`src/rtl/sst_pkg.sv`:
```
// ----------------------------------------------------------------------------
// sst_pkg: shared types and constants for the sorted set table
// Key and count widths, request and status codes, cell control structs.
// ----------------------------------------------------------------------------
package sst_pkg;

  localparam int CAPACITY = 16;
  localparam int KEY_W    = 8;
  localparam int OP_W     = 2;
  localparam int STATUS_W = 2;
  localparam int OCC_W    = 5;
  localparam int CNT_W    = $clog2(CAPACITY + 1);

  typedef enum logic [OP_W-1:0] {
    OP_INSERT = 2'd0,
    OP_REMOVE = 2'd1,
    OP_LOOKUP = 2'd2
  } req_op_t;

  typedef enum logic [STATUS_W-1:0] {
    ST_OK     = 2'd0,
    ST_DUP    = 2'd1,
    ST_ABSENT = 2'd2,
    ST_FULL   = 2'd3
  } status_t;

  // shift commands broadcast to every cell
  typedef struct packed {
    logic ins;
    logic rem;
  } cell_cmd_t;

  // per-cell compare results
  typedef struct packed {
    logic lt;
    logic eq;
  } cell_stat_t;

endpackage

```
`src/rtl/sst_req_if.sv`:
```
// ----------------------------------------------------------------------------
// sst_req_if: request channel
// Valid/ready handshake carrying operation and key.
// ----------------------------------------------------------------------------
interface sst_req_if;
  import sst_pkg::*;

  logic             valid;
  logic             ready;
  logic [OP_W-1:0]  req_type;
  logic [KEY_W-1:0] key;

  modport source (output valid, output req_type, output key, input ready);
  modport sink   (input valid, input req_type, input key, output ready);
endinterface

```
`src/rtl/sst_rsp_if.sv`:
```
// ----------------------------------------------------------------------------
// sst_rsp_if: response channel
// Valid/ready handshake carrying status, found flag and occupancy.
// ----------------------------------------------------------------------------
interface sst_rsp_if;
  import sst_pkg::*;

  logic                valid;
  logic                ready;
  logic [STATUS_W-1:0] status;
  logic                found;
  logic [OCC_W-1:0]    occupancy;

  modport source (output valid, output status, output found, output occupancy,
                  input ready);
  modport sink   (input valid, input status, input found, input occupancy,
                  output ready);
endinterface

```
`src/rtl/sst_cell.sv`:
```
// ----------------------------------------------------------------------------
// sst_cell: one slot of the sorted key row
// Holds one key, compares it with the request key and shifts with neighbors.
// ----------------------------------------------------------------------------
module sst_cell (
  input  logic                       clk,
  input  sst_pkg::cell_cmd_t         cmd,
  input  logic [sst_pkg::KEY_W-1:0]  req_key,
  input  logic                       occ,
  input  logic                       left_lt,
  input  logic [sst_pkg::KEY_W-1:0]  left_key,
  input  logic [sst_pkg::KEY_W-1:0]  right_key,
  output logic [sst_pkg::KEY_W-1:0]  stored_key,
  output sst_pkg::cell_stat_t        stat
);
  import sst_pkg::*;

  assign stat.lt = occ && (stored_key < req_key);
  assign stat.eq = occ && (stored_key == req_key);

  // cells below the insert/remove point keep their key
  always_ff @(posedge clk) begin
    if (cmd.ins && !stat.lt) begin
      // first cell not below the key takes it, the rest shift up
      stored_key <= left_lt ? req_key : left_key;
    end else if (cmd.rem && !stat.lt) begin
      stored_key <= right_key;
    end
  end

endmodule

```
`src/rtl/sorted_set_table_unit.sv`:
```
// The response is registered and is valid in the cycle after its request is accepted.
// Throughput: one request per cycle while no response waits untaken; the whole
//   row of compare cells resolves the position and shifts its keys in the accepting cycle.
// Reset clears the key count and the response valid flag; the key cells are
//   not reset and are only read below the count.
// ----------------------------------------------------------------------------
// sorted_set_table_unit: ordered set of distinct keys
// Insert, remove and lookup on a row of compare-and-shift cells.
// ----------------------------------------------------------------------------
module sorted_set_table_unit (
  input  logic      clk,
  input  logic      rst,
  sst_req_if.sink   req,
  sst_rsp_if.source rsp
);
  import sst_pkg::*;

  logic [CNT_W-1:0] count;
  logic [CNT_W-1:0] count_next;
  logic             accept;
  logic             present;
  logic             full;
  status_t          status_next;
  cell_cmd_t        cmd;
  logic [CAPACITY-1:0] occ;
  logic [CAPACITY-1:0] eq_vec;
  logic [KEY_W-1:0]    keys [CAPACITY];
  cell_stat_t          stats [CAPACITY];

  assign req.ready = !rsp.valid || rsp.ready;
  assign accept    = req.valid && req.ready;

  genvar gi;
  generate
    for (gi = 0; gi < CAPACITY; gi++) begin : g_cell
      logic             left_lt;
      logic [KEY_W-1:0] left_key;
      logic [KEY_W-1:0] right_key;

      assign occ[gi]    = CNT_W'(gi) < count;
      assign eq_vec[gi] = stats[gi].eq;

      if (gi == 0) begin : g_first
        assign left_lt  = 1'b1;
        assign left_key = keys[gi];
      end else begin : g_mid
        assign left_lt  = stats[gi-1].lt;
        assign left_key = keys[gi-1];
      end

      if (gi == CAPACITY - 1) begin : g_last
        assign right_key = keys[gi];
      end else begin : g_inner
        assign right_key = keys[gi+1];
      end

      sst_cell u_cell (
        .clk        (clk),
        .cmd        (cmd),
        .req_key    (req.key),
        .occ        (occ[gi]),
        .left_lt    (left_lt),
        .left_key   (left_key),
        .right_key  (right_key),
        .stored_key (keys[gi]),
        .stat       (stats[gi])
      );
    end
  endgenerate

  assign present = |eq_vec;
  assign full    = count == CNT_W'(CAPACITY);

  always_comb begin
    cmd         = '0;
    count_next  = count;
    status_next = present ? ST_OK : ST_ABSENT;
    case (req.req_type)
      OP_INSERT: begin
        if (present) begin
          status_next = ST_DUP;
        end else if (full) begin
          status_next = ST_FULL;
        end else begin
          status_next = ST_OK;
          cmd.ins     = accept;
          count_next  = count + CNT_W'(1);
        end
      end
      OP_REMOVE: begin
        if (present) begin
          cmd.rem    = accept;
          count_next = count - CNT_W'(1);
        end
      end
      default: begin
        // lookup, and the unused code behaves as lookup
      end
    endcase
  end

  always_ff @(posedge clk) begin
    if (rst) begin
      count     <= '0;
      rsp.valid <= 1'b0;
    end else begin
      if (accept) begin
        count     <= count_next;
        rsp.valid <= 1'b1;
      end else if (rsp.ready) begin
        rsp.valid <= 1'b0;
      end
    end
  end

  always_ff @(posedge clk) begin
    if (accept) begin
      rsp.status    <= status_next;
      rsp.found     <= present;
      rsp.occupancy <= OCC_W'(count_next);
    end
  end

  assert property (@(posedge clk) disable iff (rst)
    count <= CNT_W'(CAPACITY))
    else $error("key count above capacity");

  assert property (@(posedge clk) disable iff (rst)
    accept && req.req_type == OP_INSERT && !present && !full
    |=> count == $past(count) + CNT_W'(1))
    else $error("insert did not grow the count");

  assert property (@(posedge clk) disable iff (rst)
    accept && (req.req_type == OP_REMOVE || req.req_type == OP_LOOKUP) && !present
    |=> count == $past(count))
    else $error("miss changed the count");

  assert property (@(posedge clk) disable iff (rst)
    rsp.valid && rsp.status == ST_DUP |-> rsp.found)
    else $error("duplicate reported without found");

  assert property (@(posedge clk) disable iff (rst)
    rsp.valid && rsp.status == ST_FULL |-> !rsp.found && count == CNT_W'(CAPACITY))
    else $error("full reported on a table with room");

endmodule
```
`src/flat_wrapper.sv`:
```
// flat-port wrapper written by rule: the top's interface ports become plain ports
module sorted_set_table_unit_flat import sst_pkg::*;
  (clk, rst, req_valid, req_req_type, req_key, req_ready, rsp_valid, rsp_status, rsp_found, rsp_occupancy, rsp_ready);
  sst_req_if req_i ();
  sst_rsp_if rsp_i ();
  input  logic clk;
  input  logic rst;
  input wire logic [$bits(req_i.valid)-1:0] req_valid;
  input wire logic [$bits(req_i.req_type)-1:0] req_req_type;
  input wire logic [$bits(req_i.key)-1:0] req_key;
  output wire logic [$bits(req_i.ready)-1:0] req_ready;
  output wire logic [$bits(rsp_i.valid)-1:0] rsp_valid;
  output wire logic [$bits(rsp_i.status)-1:0] rsp_status;
  output wire logic [$bits(rsp_i.found)-1:0] rsp_found;
  output wire logic [$bits(rsp_i.occupancy)-1:0] rsp_occupancy;
  input wire logic [$bits(rsp_i.ready)-1:0] rsp_ready;
  assign req_i.valid = req_valid;
  assign req_i.req_type = req_req_type;
  assign req_i.key = req_key;
  assign req_ready = req_i.ready;
  assign rsp_valid = rsp_i.valid;
  assign rsp_status = rsp_i.status;
  assign rsp_found = rsp_i.found;
  assign rsp_occupancy = rsp_i.occupancy;
  assign rsp_i.ready = rsp_ready;
  sorted_set_table_unit u_core (.clk(clk), .rst(rst), .req(req_i), .rsp(rsp_i));
endmodule
```
`config.mk`:
```
export PLATFORM = sky130hd
export DESIGN_NAME = sorted_set_table_unit_flat
export DESIGN_NICKNAME = d
export VERILOG_FILES = /design/src/rtl/sst_pkg.sv /design/src/rtl/sst_req_if.sv /design/src/rtl/sst_rsp_if.sv /design/src/rtl/sst_cell.sv /design/src/rtl/sorted_set_table_unit.sv /design/src/flat_wrapper.sv
export SDC_FILE = /design/constraint.sdc
export NUM_CORES = 1
export LEC_CHECK = 0
export ABC_CLOCK_PERIOD_IN_PS = 4900
export BUFFER_PORTS_ARGS = -buffer_cell sky130_fd_sc_hd__buf_2
export CORE_AREA = 2 2 135 137
export DETAILED_ROUTE_END_ITERATION = 7
export DIE_AREA = 0 0 137 139
export PLACE_DENSITY = 0.91
export SLEW_MARGIN = 0
export SYNTH_ARGS = -nofsm -noshare
export SYNTH_HDL_FRONTEND = slang
export SYNTH_SLANG_ARGS = --single-unit
```
`constraint.sdc`:
```
create_clock -name clk -period 4.9 [get_ports clk]
set_input_delay 0.49 -clock clk [delete_from_list [all_inputs] [get_ports clk]]
set_output_delay 0.49 -clock clk [all_outputs]
set_load 0.02 [all_outputs]
```
==> results_dict.tcl <==
set metrics [dict create \
    tightest_slew_ps 992 \
    min_to "u_core.rsp.valid" \
    worstHoldStart "req_valid" \
    die_area_sq_um 19000 \
    maxCapViolCount 0 \
    grt_pass1_vias 8531 \
    fmax_mhz 237 \
    synth_top_area_cell "edfxtp_1" \
    drtIter0Drc 1055 \
    yosysMostFrequentCell "mux2_2" \
    worst_setup_path_end_kind "flop" \
    outcome "finished, final reports clean" \
    relSlewSlack 0.339 \
    min_path_cells 3 \
    syn_avg_cell_area_sq_um 12.1 \
    synthCells 905 \
    cp-start-kind "primary input" \
    coreArea_sq_um 17700 \
    p_per_area_nw_per_um2 263 \
    r2r-end "u_core.g_cell[7].u_cell.stored_key[1]" \
    worstPathArrival_ps 4410 \
    htreeDepth 4 \
    rows 49 \
    hpwl_microns 21200 \
    path_cells "buf_2, inv_1, buf_4, ha_1, nand4_1, nor2_1, a2111oi_1, and3_1, nand4_4, nor2b_1, mux2_2" \
    grt_antenna_before_repair 0 \
    ys_seq_elements 142 \
    yosysSeqAreaShare 0.385 \
    die_h_microns 139 \
    worstPathRequired_ps 5090 \
    cts_tree "yes" \
    grt_setup_unrepaired "false" \
    die_x_microns 137 \
    worst-setup-path-type "primary input to flop" \
    crit_family "simple AND/OR/NAND/NOR gates" \
    synthArstFlopShare 0 \
    dp_slack_ps 338 \
    grt_start_max_net_pins 28 \
    start_util 0.619 \
    drtPass1Iterations 6 \
    syn_area_sq_um 10900 \
    r2r-start "u_core.count[4]" \
    hold_class "primary input to flop" \
    crit_buf_inv 3 \
    overflow 0 \
    wl_microns 30200 \
    ant_nets 0 \
    grtUsageTotal 0.326 \
    drc 0 \
    viasPerCell 7.00 \
    path_clk_slew_ps 60 \
    cp_slowest_cell "nor2b_1" \
    clockRootBuffer "clkbuf_16" \
    hold_violations 0 \
    insertion_delay_ps 440 \
    vias 8440 \
    synth_nets 1051 \
    rrSetupSlack_ps 1180 \
    final.setup_skew_ps 11.1 \
    drive_above_1_share 0.334 \
    leakagePower_nw 4.73 \
    area_growth_pct 10.4 \
    final_nets 1108 \
    port_buffers 23 \
    whs_ps 289 \
    maxSlewViolCount 0 \
    hold_buffers 0 \
    cp_max_fo 16 \
    yosys.area.top_type_share 0.374 \
    worst_path_largest_cell_delay_ps 640 \
    cts.sinks 142 \
    setup_viol 0 \
    grt_pass1_wl_microns 46900 \
    clk_path_buf_depth 2 \
    fin_util 0.684 \
    r2r_cells 10 \
    synth_commonest_cells "mux2_2 (207), edfxtp_1 (136), ha_1 (132)" \
    synth.distinct_cells 62 \
    routabilityCongestion 0.921 \
    min_period_ps 4220 \
    fill_cells 1189 \
    ys.flop_type "edfxtp_1" \
    vdd_drop_max_mv 0.375 \
    synth_edf_count 136 \
    synth_area_leaders "edfxtp_1 (37%), mux2_2 (21%), ha_1 (15%)" \
    cts_buffers 17 \
    timing.final.crit_share 0.861 \
    io_pins 24 \
    fin_ws_ps 680 \
    post_cts_resized 0 \
    yosysWarnings 0 \
    tns_ps 0 \
    postCtsSetupRepairBufs 0 \
    routedWlPerCell_microns 25.1 \
]
[stage by stage]
stage / cell area [sq um] / total power [mW] / cells
after floorplan: 10900 / 1.75 / 905
after global placement: 11500 / 1.87 / 1172
after detailed placement: 11500 / 1.90 / 1172
after CTS: 12100 / 3.16 / 1204
after global routing: 12100 / 3.25 / 1204
final: 12100 / 3.18 / 1205
[cell type report]
cell class / count / area, sq um / area share
tap: 229 / 287 / 0.0237
clock buffer: 21 / 440 / 0.0365
timing repair buffer: 73 / 490 / 0.0406
antenna: 1 / 2.50 / 0.000207
inverter: 40 / 150 / 0.0124
sequential: 142 / 4200 / 0.348
multi-input combinational: 688 / 6380 / 0.528
clock inverter: 11 / 119 / 0.00985
[kinds of logic after synthesis]
logic type                 Yosys count  share of synthesized area
AOI/OAI and AO/OA                  139                     0.0921
xor gates and xnor gates             2                    0.00160
adders and majority gates          132                      0.151
buffers and inverters               75                     0.0324
DFF                                142                      0.385
muxes                              236                      0.240
and+or+nand+nor                    179                     0.0982
[power breakdown]
group          internal [mW]  total (mW)  switching (mW)  leakage (nW)
combinational          0.210       0.489           0.279          3.16
sequential              1.38        1.41          0.0392          1.30
clock                  0.745        1.27           0.527         0.266
[metal layers]
metal,vias to the layer above,GRT usage,wire [microns]
met3,128,0.0768,2960
li1,3637,-,-
met1,4138,0.417,11700
met5,-,0,0
met4,0,0.149,1260
met2,537,0.523,14300
[cell usage in the layout (no fill, tap or decap), types with 8 or more instances in the layout]
master,instances
nand2b_1,8
nand4_1,31
a21oi_1,33
o21ai_0,29
a211oi_1,10
mux2_2,207
nor2_1,39
ha_1,132
edfxtp_1,136
nor3_1,10
buf_2,23
mux2i_1,29
inv_1,39
clkbuf_16,17
nand2_1,25
buf_4,50
a21o_1,16
nor2b_1,36
[how the worst max path moves through the flow]
stage,startpoint,end,slack [ps],depth (start not counted)
after floorplan,req_key[6],u_core.g_cell[11].u_cell.stored_key[0],1150,11
after global placement,req_key[2],u_core.g_cell[9].u_cell.stored_key[5],630,11
after detailed placement,req_key[2],u_core.g_cell[9].u_cell.stored_key[2],340,11
after CTS,req_key[2],u_core.g_cell[9].u_cell.stored_key[2],790,11
after global routing,req_key[2],u_core.g_cell[9].u_cell.stored_key[3],560,11
final,req_key[2],u_core.g_cell[8].u_cell.stored_key[1],680,11
[flip-flops by register name (all words and copies together), names as in the netlist]
| register | flops |
|---|---|
| u_core.count | 5 |
| u_core.g_cell.u_cell.stored_key | 128 |
| u_core.rsp.found | 1 |
| u_core.rsp.status | 2 |
| u_core.rsp.occupancy | 5 |
| u_core.rsp.valid | 1 |
[tightest hold or removal path: stages]
cell	delay (ps)
buf_2	100
inv_1	40
a21oi_1	50
Power figures use the tool's default switching activity.
